[src/rtl/neighbor_periodic_timer_bank_assert.svh]
// ----------------------------------------------------------------------------
// Neighbor periodic timer bank: assertion macros
// Concurrent assertion wrappers; defining ASSERT_OFF compiles them out.
// ----------------------------------------------------------------------------
`ifndef NEIGHBOR_PERIODIC_TIMER_BANK_ASSERT_SVH
`define NEIGHBOR_PERIODIC_TIMER_BANK_ASSERT_SVH

`ifndef ASSERT_OFF

// Checked on every rising edge outside reset.
`define NPTB_ASSERT(label, clk, rst, prop, msg) \
  label: assert property (@(posedge clk) disable iff (rst) prop) else $error(msg);

// Checked on every rising edge, reset included.
`define NPTB_ASSERT_ALWAYS(label, clk, prop, msg) \
  label: assert property (@(posedge clk) prop) else $error(msg);

`else

`define NPTB_ASSERT(label, clk, rst, prop, msg)
`define NPTB_ASSERT_ALWAYS(label, clk, prop, msg)

`endif

`endif

[src/rtl/nptb_pkg.sv]
// ----------------------------------------------------------------------------
// Neighbor periodic timer bank: package
// Constants, codes and the sequencer state type.
// ----------------------------------------------------------------------------
package nptb_pkg;

  localparam logic [19:0] USEC_PER_SEC    = 20'd1000000;
  localparam logic [19:0] USEC_MAX        = 20'd999999;
  localparam logic [19:0] NO_TIMEOUT_SEC  = 20'd1000000;
  localparam logic [15:0] REMAIN_SEC_MAX  = 16'hFFFF;
  localparam logic [7:0]  MISS_MAX        = 8'hFF;
  localparam int          MASK_BITS       = 8;

  // register index, taken from paddr[2]
  localparam logic REG_INTERVAL = 1'b0;
  localparam logic REG_MASK     = 1'b1;

  localparam logic FUNC_START  = 1'b0;
  localparam logic FUNC_UPDATE = 1'b1;

  localparam logic KIND_REPORT  = 1'b0;
  localparam logic KIND_SUMMARY = 1'b1;

  typedef enum logic [4:0] {
    S_IDLE  = 5'b00001,
    S_CHECK = 5'b00010,
    S_NORM  = 5'b00100,
    S_EMIT  = 5'b01000,
    S_SUM   = 5'b10000
  } state_t;

endpackage

[src/rtl/neighbor_periodic_timer_bank.sv]
// ----------------------------------------------------------------------------
// Neighbor periodic timer bank
// Per-neighbor periodic timers with expiry reports and a minimum-timeout
// summary, walked entry by entry by a small sequencer.
// ----------------------------------------------------------------------------
// An item is walked over the NUM_NEIGHBORS timer entries one entry at a
// time through a single elapsed/remaining-time datapath: a start item, or a
// neighbor that is not connected, takes only the elapsed check for an entry;
// a connected neighbor adds a second step (remaining-time normalize or expiry
// report), and a report waits while out_stall holds it. A summary ends the
// item, after which the block returns to idle and is ready again, so no new
// item is taken before the last one is through.
// in_stall is high for the whole walk. Only neighbors 0 to 7 can be
// connected.
`include "neighbor_periodic_timer_bank_assert.svh"

module neighbor_periodic_timer_bank
  import nptb_pkg::*;
#(
  parameter int NUM_NEIGHBORS = 8
) (
  input  logic        clk,
  input  logic        rst,

  input  logic        psel,
  input  logic        penable,
  input  logic        pwrite,
  input  logic [2:0]  paddr,
  input  logic [31:0] pwdata,
  output logic [31:0] prdata,
  output logic        pready,

  input  logic        in_valid,
  output logic        in_stall,
  input  logic        func,
  input  logic [31:0] now_sec,
  input  logic [19:0] now_usec,

  output logic        out_valid,
  input  logic        out_stall,
  output logic        kind,
  output logic [2:0]  neighbor_index,
  output logic [7:0]  miss_total,
  output logic [19:0] timeout_sec,
  output logic [19:0] timeout_usec,
  output logic        none_connected,
  output logic        last
);

  localparam int IDX_W = (NUM_NEIGHBORS > 1) ? $clog2(NUM_NEIGHBORS) : 1;
  localparam logic [IDX_W-1:0] IDX_LAST = IDX_W'(NUM_NEIGHBORS - 1);

  // configuration
  logic [15:0] interval_sec;
  logic [7:0]  connected_mask;

  // timer entries; every connected entry gets a fresh remaining time on each
  // item, so it only feeds the running minimum
  logic [31:0] start_sec   [NUM_NEIGHBORS];
  logic [19:0] start_usec  [NUM_NEIGHBORS];
  logic [7:0]  miss_cnt    [NUM_NEIGHBORS];

  // sequencer and item
  state_t          state;
  logic [IDX_W-1:0] idx;
  logic            item_func;
  logic [31:0]     item_sec;
  logic [19:0]     item_usec;
  logic [15:0]     elapsed_lo;

  // running minimum
  logic            best_found;
  logic [15:0]     best_sec;
  logic [19:0]     best_usec;

  logic [IDX_W+2:0] idx_ext;
  logic             conn;
  logic             in_xfer;
  logic             out_free;
  logic [31:0]      elapsed;
  logic             expired;
  logic [15:0]      diff_sec;
  logic signed [20:0] usec_diff;
  logic signed [20:0] usec_one;
  logic signed [17:0] norm_sec;
  logic signed [20:0] norm_usec;
  logic [15:0]      clamp_sec;
  logic [19:0]      clamp_usec;
  logic [7:0]       miss_next;
  logic             wr_restart;
  logic             wr_norm;
  logic             advance;
  logic             cand_valid;
  logic [15:0]      cand_sec;
  logic [19:0]      cand_usec;
  logic             cand_better;

  // APB
  assign pready = 1'b1;
  assign prdata = (paddr[2] == REG_MASK) ? {24'd0, connected_mask} : {16'd0, interval_sec};

  always_ff @(posedge clk) begin
    if (rst) begin
      interval_sec   <= 16'd1;
      connected_mask <= 8'd0;
    end else if (psel && penable && pwrite && pready) begin
      case (paddr[2])
        REG_INTERVAL: interval_sec   <= pwdata[15:0];
        REG_MASK:     connected_mask <= pwdata[7:0];
        default: ;
      endcase
    end
  end

  // entry datapath
  assign idx_ext  = (IDX_W + 3)'(idx);
  assign conn     = (idx_ext < (IDX_W + 3)'(MASK_BITS)) && connected_mask[idx_ext[2:0]];
  assign in_stall = (state != S_IDLE);
  assign in_xfer  = in_valid && !in_stall;
  assign out_free = !out_valid || !out_stall;

  assign elapsed  = item_sec - start_sec[idx];
  assign expired  = (elapsed >= {16'd0, interval_sec});

  assign diff_sec  = interval_sec - elapsed_lo;
  assign usec_one  = signed'({1'b0, USEC_PER_SEC});
  assign usec_diff = signed'({1'b0, start_usec[idx]}) - signed'({1'b0, item_usec});

  always_comb begin
    if (usec_diff < -usec_one) begin
      norm_sec  = signed'({2'b00, diff_sec}) - 18'sd2;
      norm_usec = usec_diff + usec_one + usec_one;
    end else if (usec_diff < 21'sd0) begin
      norm_sec  = signed'({2'b00, diff_sec}) - 18'sd1;
      norm_usec = usec_diff + usec_one;
    end else if (usec_diff >= usec_one) begin
      norm_sec  = signed'({2'b00, diff_sec}) + 18'sd1;
      norm_usec = usec_diff - usec_one;
    end else begin
      norm_sec  = signed'({2'b00, diff_sec});
      norm_usec = usec_diff;
    end
  end

  always_comb begin
    if (norm_sec < 18'sd0) begin
      clamp_sec  = 16'd0;
      clamp_usec = 20'd0;
    end else if (norm_sec > signed'({2'b00, REMAIN_SEC_MAX})) begin
      clamp_sec  = REMAIN_SEC_MAX;
      clamp_usec = USEC_MAX;
    end else begin
      clamp_sec  = norm_sec[15:0];
      clamp_usec = norm_usec[19:0];
    end
  end

  assign miss_next = (miss_cnt[idx] == MISS_MAX) ? MISS_MAX : miss_cnt[idx] + 8'd1;

  assign wr_restart = (state == S_CHECK && item_func == FUNC_START) ||
                      (state == S_EMIT && out_free);
  assign wr_norm    = (state == S_NORM);
  assign advance    = (state == S_CHECK && (item_func == FUNC_START || !conn)) ||
                      wr_norm || (state == S_EMIT && out_free);

  always_comb begin
    cand_valid = 1'b0;
    cand_sec   = interval_sec;
    cand_usec  = 20'd0;
    if (wr_restart) begin
      cand_valid = conn;
    end else if (wr_norm) begin
      cand_valid = 1'b1;
      cand_sec   = clamp_sec;
      cand_usec  = clamp_usec;
    end
  end

  assign cand_better = !best_found || (cand_sec < best_sec) ||
                       (cand_sec == best_sec && cand_usec < best_usec);

  // entry store
  always_ff @(posedge clk) begin
    if (rst) begin
      for (int i = 0; i < NUM_NEIGHBORS; i++) begin
        start_sec[i]   <= 32'd0;
        start_usec[i]  <= 20'd0;
        miss_cnt[i]    <= 8'd0;
      end
    end else if (wr_restart) begin
      start_sec[idx]   <= item_sec;
      start_usec[idx]  <= item_usec;
      miss_cnt[idx]    <= (item_func == FUNC_START) ? 8'd0 : miss_next;
    end
  end

  // sequencer
  always_ff @(posedge clk) begin
    if (rst) begin
      state      <= S_IDLE;
      idx        <= '0;
      best_found <= 1'b0;
    end else begin
      if (cand_valid && cand_better) begin
        best_found <= 1'b1;
        best_sec   <= cand_sec;
        best_usec  <= cand_usec;
      end
      case (state)
        S_IDLE: begin
          if (in_xfer) begin
            state      <= S_CHECK;
            idx        <= '0;
            best_found <= 1'b0;
          end
        end
        S_CHECK: begin
          elapsed_lo <= elapsed[15:0];
          if (item_func == FUNC_UPDATE && conn) begin
            state <= expired ? S_EMIT : S_NORM;
          end
        end
        S_NORM, S_EMIT: ;
        S_SUM: begin
          if (out_free) state <= S_IDLE;
        end
        default: state <= S_IDLE;
      endcase
      if (advance) begin
        if (idx == IDX_LAST) begin
          state <= S_SUM;
        end else begin
          idx   <= idx + 1'b1;
          state <= S_CHECK;
        end
      end
    end
  end

  always_ff @(posedge clk) begin
    if (in_xfer) begin
      item_func <= func;
      item_sec  <= now_sec;
      item_usec <= now_usec;
    end
  end

  // output register
  always_ff @(posedge clk) begin
    if (rst) begin
      out_valid <= 1'b0;
    end else if ((state == S_EMIT || state == S_SUM) && out_free) begin
      out_valid <= 1'b1;
    end else if (!out_stall) begin
      out_valid <= 1'b0;
    end
  end

  always_ff @(posedge clk) begin
    if (state == S_EMIT && out_free) begin
      kind           <= KIND_REPORT;
      neighbor_index <= idx_ext[2:0];
      miss_total     <= miss_next;
      timeout_sec    <= 20'd0;
      timeout_usec   <= 20'd0;
      none_connected <= 1'b0;
      last           <= 1'b0;
    end else if (state == S_SUM && out_free) begin
      kind           <= KIND_SUMMARY;
      neighbor_index <= 3'd0;
      miss_total     <= 8'd0;
      timeout_sec    <= best_found ? {4'd0, best_sec} : NO_TIMEOUT_SEC;
      timeout_usec   <= best_found ? best_usec : 20'd0;
      none_connected <= !best_found;
      last           <= 1'b1;
    end
  end

  // assertions
  `NPTB_ASSERT(a_accept_starts_walk, clk, rst,
    in_xfer |=> (state == S_CHECK && idx == '0), "walk did not start at entry 0")
  `NPTB_ASSERT(a_report_miss_nonzero, clk, rst,
    (out_valid && kind == KIND_REPORT) |-> (miss_total != 8'd0 && !last), "bad expiry report")
  `NPTB_ASSERT(a_summary_none, clk, rst,
    (out_valid && last && none_connected) |->
      (timeout_sec == NO_TIMEOUT_SEC && timeout_usec == 20'd0), "bad empty summary")
  `NPTB_ASSERT(a_summary_normalized, clk, rst,
    (out_valid && last && !none_connected) |->
      (timeout_usec < USEC_PER_SEC && timeout_sec <= {4'd0, REMAIN_SEC_MAX}),
    "summary timeout not normalized")

endmodule

[config.mk]
export PLATFORM = sky130hd
export DESIGN_NAME = neighbor_periodic_timer_bank
export DESIGN_NICKNAME = d
export VERILOG_FILES = /design/src/rtl/nptb_pkg.sv /design/src/rtl/neighbor_periodic_timer_bank.sv
export VERILOG_INCLUDE_DIRS = /design/src /design/src/rtl
export SDC_FILE = /design/constraint.sdc
export NUM_CORES = 1
export LEC_CHECK = 0
export CAP_MARGIN = 10
export CELL_PAD_IN_SITES_DETAIL_PLACEMENT = 0
export CELL_PAD_IN_SITES_GLOBAL_PLACEMENT = 1
export CORE_MARGIN = 1.5
export CORE_UTILIZATION = 52
export CTS_CLUSTER_SIZE = 30
export DETAILED_ROUTE_END_ITERATION = 10
export DONT_BUFFER_PORTS = 1
export GPL_TIMING_DRIVEN = 0
export PLACE_DENSITY_LB_ADDON = 0.05
export SLEW_MARGIN = 25
export SYNTH_ARGS = -nofsm -noshare
export SYNTH_HDL_FRONTEND = slang
export SYNTH_SLANG_ARGS = --single-unit
[constraint.sdc]
create_clock -name clk -period 20 [get_ports clk]
set_clock_uncertainty 0.05 [all_clocks]
set_input_delay 3 -clock clk [delete_from_list [all_inputs] [get_ports clk]]
set_output_delay 3 -clock clk [all_outputs]
set_load 0.02 [all_outputs]
==> results.ini <==
[setup_path]
startpoint=idx[2]$_SDFF_PP0_
critPathArrivalTime_ns=13.38
criticalPathCategory=register to register
critPathMaxFanout=11
r2r_start=idx[2]$_SDFF_PP0_
cp-end-kind=register
required_ns=20.28
cpMaxStageDelayCell=clkbuf_1
max_stage_delay_ns=0.76
cp-start-kind=register

[route]
drc=0
drtIter0Drc=3287
vias=26200
viasPerCell=6.47
antenna_left=0
firstDrtPassIters=6
wl_per_cell_um=27.5
routed_wirelength_um=111000

[sta]
maxSlewHeadroom=0.186
drv_slew=0
rsz0062_at_grt=false
setup_viol=0
period_minus_slack_ns=13.10
finalSetupTns_ns=0
worst_slew_pin_slew_ns=1.22
fmax_mhz=76.4
post-route-period-util=0.655
hold_viol=0

[place]
routabilityCongestion=0.900
dp_hpwl_um=76400
io_buffers=0

[synth]
yosysTopAreaCellShare=0.529
synth.area.top_cells=edfxtp_1, and3_1, ha_1, dfxtp_1, nor2_1
synth_common_cells=edfxtp_1, nor2_1, and3_1, clkbuf_1, a22oi_1
avgSynthCellArea_um2=11.2
ys_seq_elements=668
ys_seq_area_frac=0.572
syn_inst=3027
yosysWarnings=0
yosysTopAreaCell=edfxtp_1
synth_ff_type=edfxtp_1
synth_edf_count=596
syn-cell-area_um2=33800
async_reset_ff_frac=0
yosysUniqueCellTypes=89
synth.most_common_cell=edfxtp_1

[cts]
cts_setup_buffers=0
cts_root_buf=clkbuf_16
cts_resized=0
cts_hold_buf=0
clkLatencyLatePin_ns=0.64
cts_tree=yes
clkSinkCount=668
clockBufferDepth=3
numCtsBuffers=73
clkTransAtPathRegs_ns=0.06
ctsHtreeMaxLevel=3

[floorplanning]
coreArea_um2=64300
fp.dieW_um=258
ios=184
fp.dieH_um=258
dieArea_um2=66600
rows=93
initial_core_util=0.526

[power_and_ir_drop]
ir_worst_vdd_mv=0.0695
powerDensity_nw_per_um2=88.5
power_w=0.00333
static-leakage-power_nw=14.7

[final_layout]
fin_nets=3363
area_delta_synth_final_pct=11.4
drive_gt1_frac=0.0652
n_fill_cell=5430

[grt]
grt_overflow=0
grt_first_pass_wirelength_um=163000
grt_usage=0.328
grt_max_degree=39
antenna_found_initial=4
grt_pass1_vias=25100

[worst_hold_path]
hp-class=register to register
hp-start=interval_sec[3]$_SDFFE_PP0P_

[flow_run]
drv_cap=0

[outcome]
status=finished clean

layout by cell type (no fill, tap or decap), types with 31 or more instances in the layout:
cell / Yosys / final
inv_1: 105 / 104
dfxtp_1: 72 / 72
edfxtp_1: 596 / 596
clkbuf_1: 164 / 177
ha_1: 132 / 132
nor3_1: 38 / 36
o21ai_0: 82 / 82
a21oi_1: 144 / 144
nor2_1: 361 / 360
and3_1: 281 / 281
clkbuf_16: 0 / 76
xnor2_1: 44 / 44
nand2_1: 138 / 138
clkinv_1: 22 / 31
nand3_1: 50 / 50
a22oi_1: 162 / 162
a21o_1: 39 / 39
a22o_1: 56 / 56
final cells by class:
class | instances | area, um2 | share of cell area
multi-input cells | 2020 | 13200 | 0.350
inverters | 127 | 479 | 0.0127
clock inverters | 34 | 324 | 0.00860
flip-flops and latches | 668 | 19300 | 0.513
clock buffers | 98 | 2050 | 0.0545
repair buffers | 16 | 253 | 0.00671
well taps | 855 | 1070 | 0.0284
diodes | 3 | 7.51 | 0.000199
plain buffers | 227 | 961 | 0.0255
worst paths after layout:
| check | endpoint | slack [ns] | cells past startpoint |
|---|---|---|---|
| hold / removal | interval_sec[3]$_SDFFE_PP0P_ | 0.43 | 2 |
| setup reg to reg | best_sec[8]$_DFFE_PP_ | 6.90 | 41 |
| setup / recovery | best_sec[8]$_DFFE_PP_ | 6.90 | 41 |
| hold reg to reg | interval_sec[3]$_SDFFE_PP0P_ | 0.43 | 2 |
critical path, delay by kind of cell (launching register included):
kind | cells | cell delay [ns]
AO/OA/AOI/OAI | 16 | 4.00
XOR/XNOR | 1 | 0.35
adder cells (fa/ha/maj) | 4 | 1.40
buffers and inverters | 10 | 4.03
flip-flops | 1 | 0.34
multiplexers | 1 | 0.32
AND/OR/NAND/NOR | 9 | 2.28
through the flow:
stage / hold WS [ns] / setup slack (ns) / cell area, um2 / util / cells
after global routing: 0.443 / 6.38 / 37700 / 0.585 / 4045
after global placement: 0.411 / 5.37 / 34900 / 0.543 / 3897
final: 0.431 / 6.90 / 37700 / 0.586 / 4048
after floorplan: 0.399 / 9.92 / 33900 / - / 3042
after CTS: 0.427 / 6.87 / 37700 / 0.585 / 4045
after detailed placement: 0.418 / 6.88 / 35300 / 0.548 / 3913
cell families (layout without fill, tap and decap cells):
logic type / count (synthesis) / after routing / synth area share
flip-flops: 668 / 668 / 0.572
adder cells (fa/ha/maj): 135 / 135 / 0.0506
other: 2 / 20 / 0.000222
multiplexers: 27 / 27 / 0.00929
buffers and inverters: 354 / 502 / 0.0424
AND/OR/NAND/NOR: 1042 / 1042 / 0.156
XOR/XNOR: 67 / 67 / 0.0176
AO/OA/AOI/OAI: 732 / 732 / 0.152
registers in the layout, indices dropped and copies added, names as in the netlist, 3 cells and up:
signal / flops
timeout_sec: 17
elapsed_lo: 16
start_usec: 160
best_usec: 20
interval_sec: 16
miss_cnt: 64
miss_total: 8
state: 5
item_usec: 20
start_sec: 256
item_sec: 32
timeout_usec: 20
best_sec: 16
idx: 3
neighbor_index: 3
connected_mask: 8
where the power goes:
part           internal, W  switching [W]  total (W)
Sequential         0.00156      0.0000263    0.00159
Clock             0.000759       0.000593    0.00135
Combinational     0.000130       0.000264   0.000394
Total              0.00245       0.000883    0.00333
per-layer routing:
layer	vias to the layer above	global-route usage	routed length, um
met5	-	0	32
met4	6	0.122	3830
met3	210	0.0539	10900
met2	1471	0.525	51600
met1	12900	0.452	45100
li1	11600	-	-
Note: power is estimated with default switching activity, not from simulation.
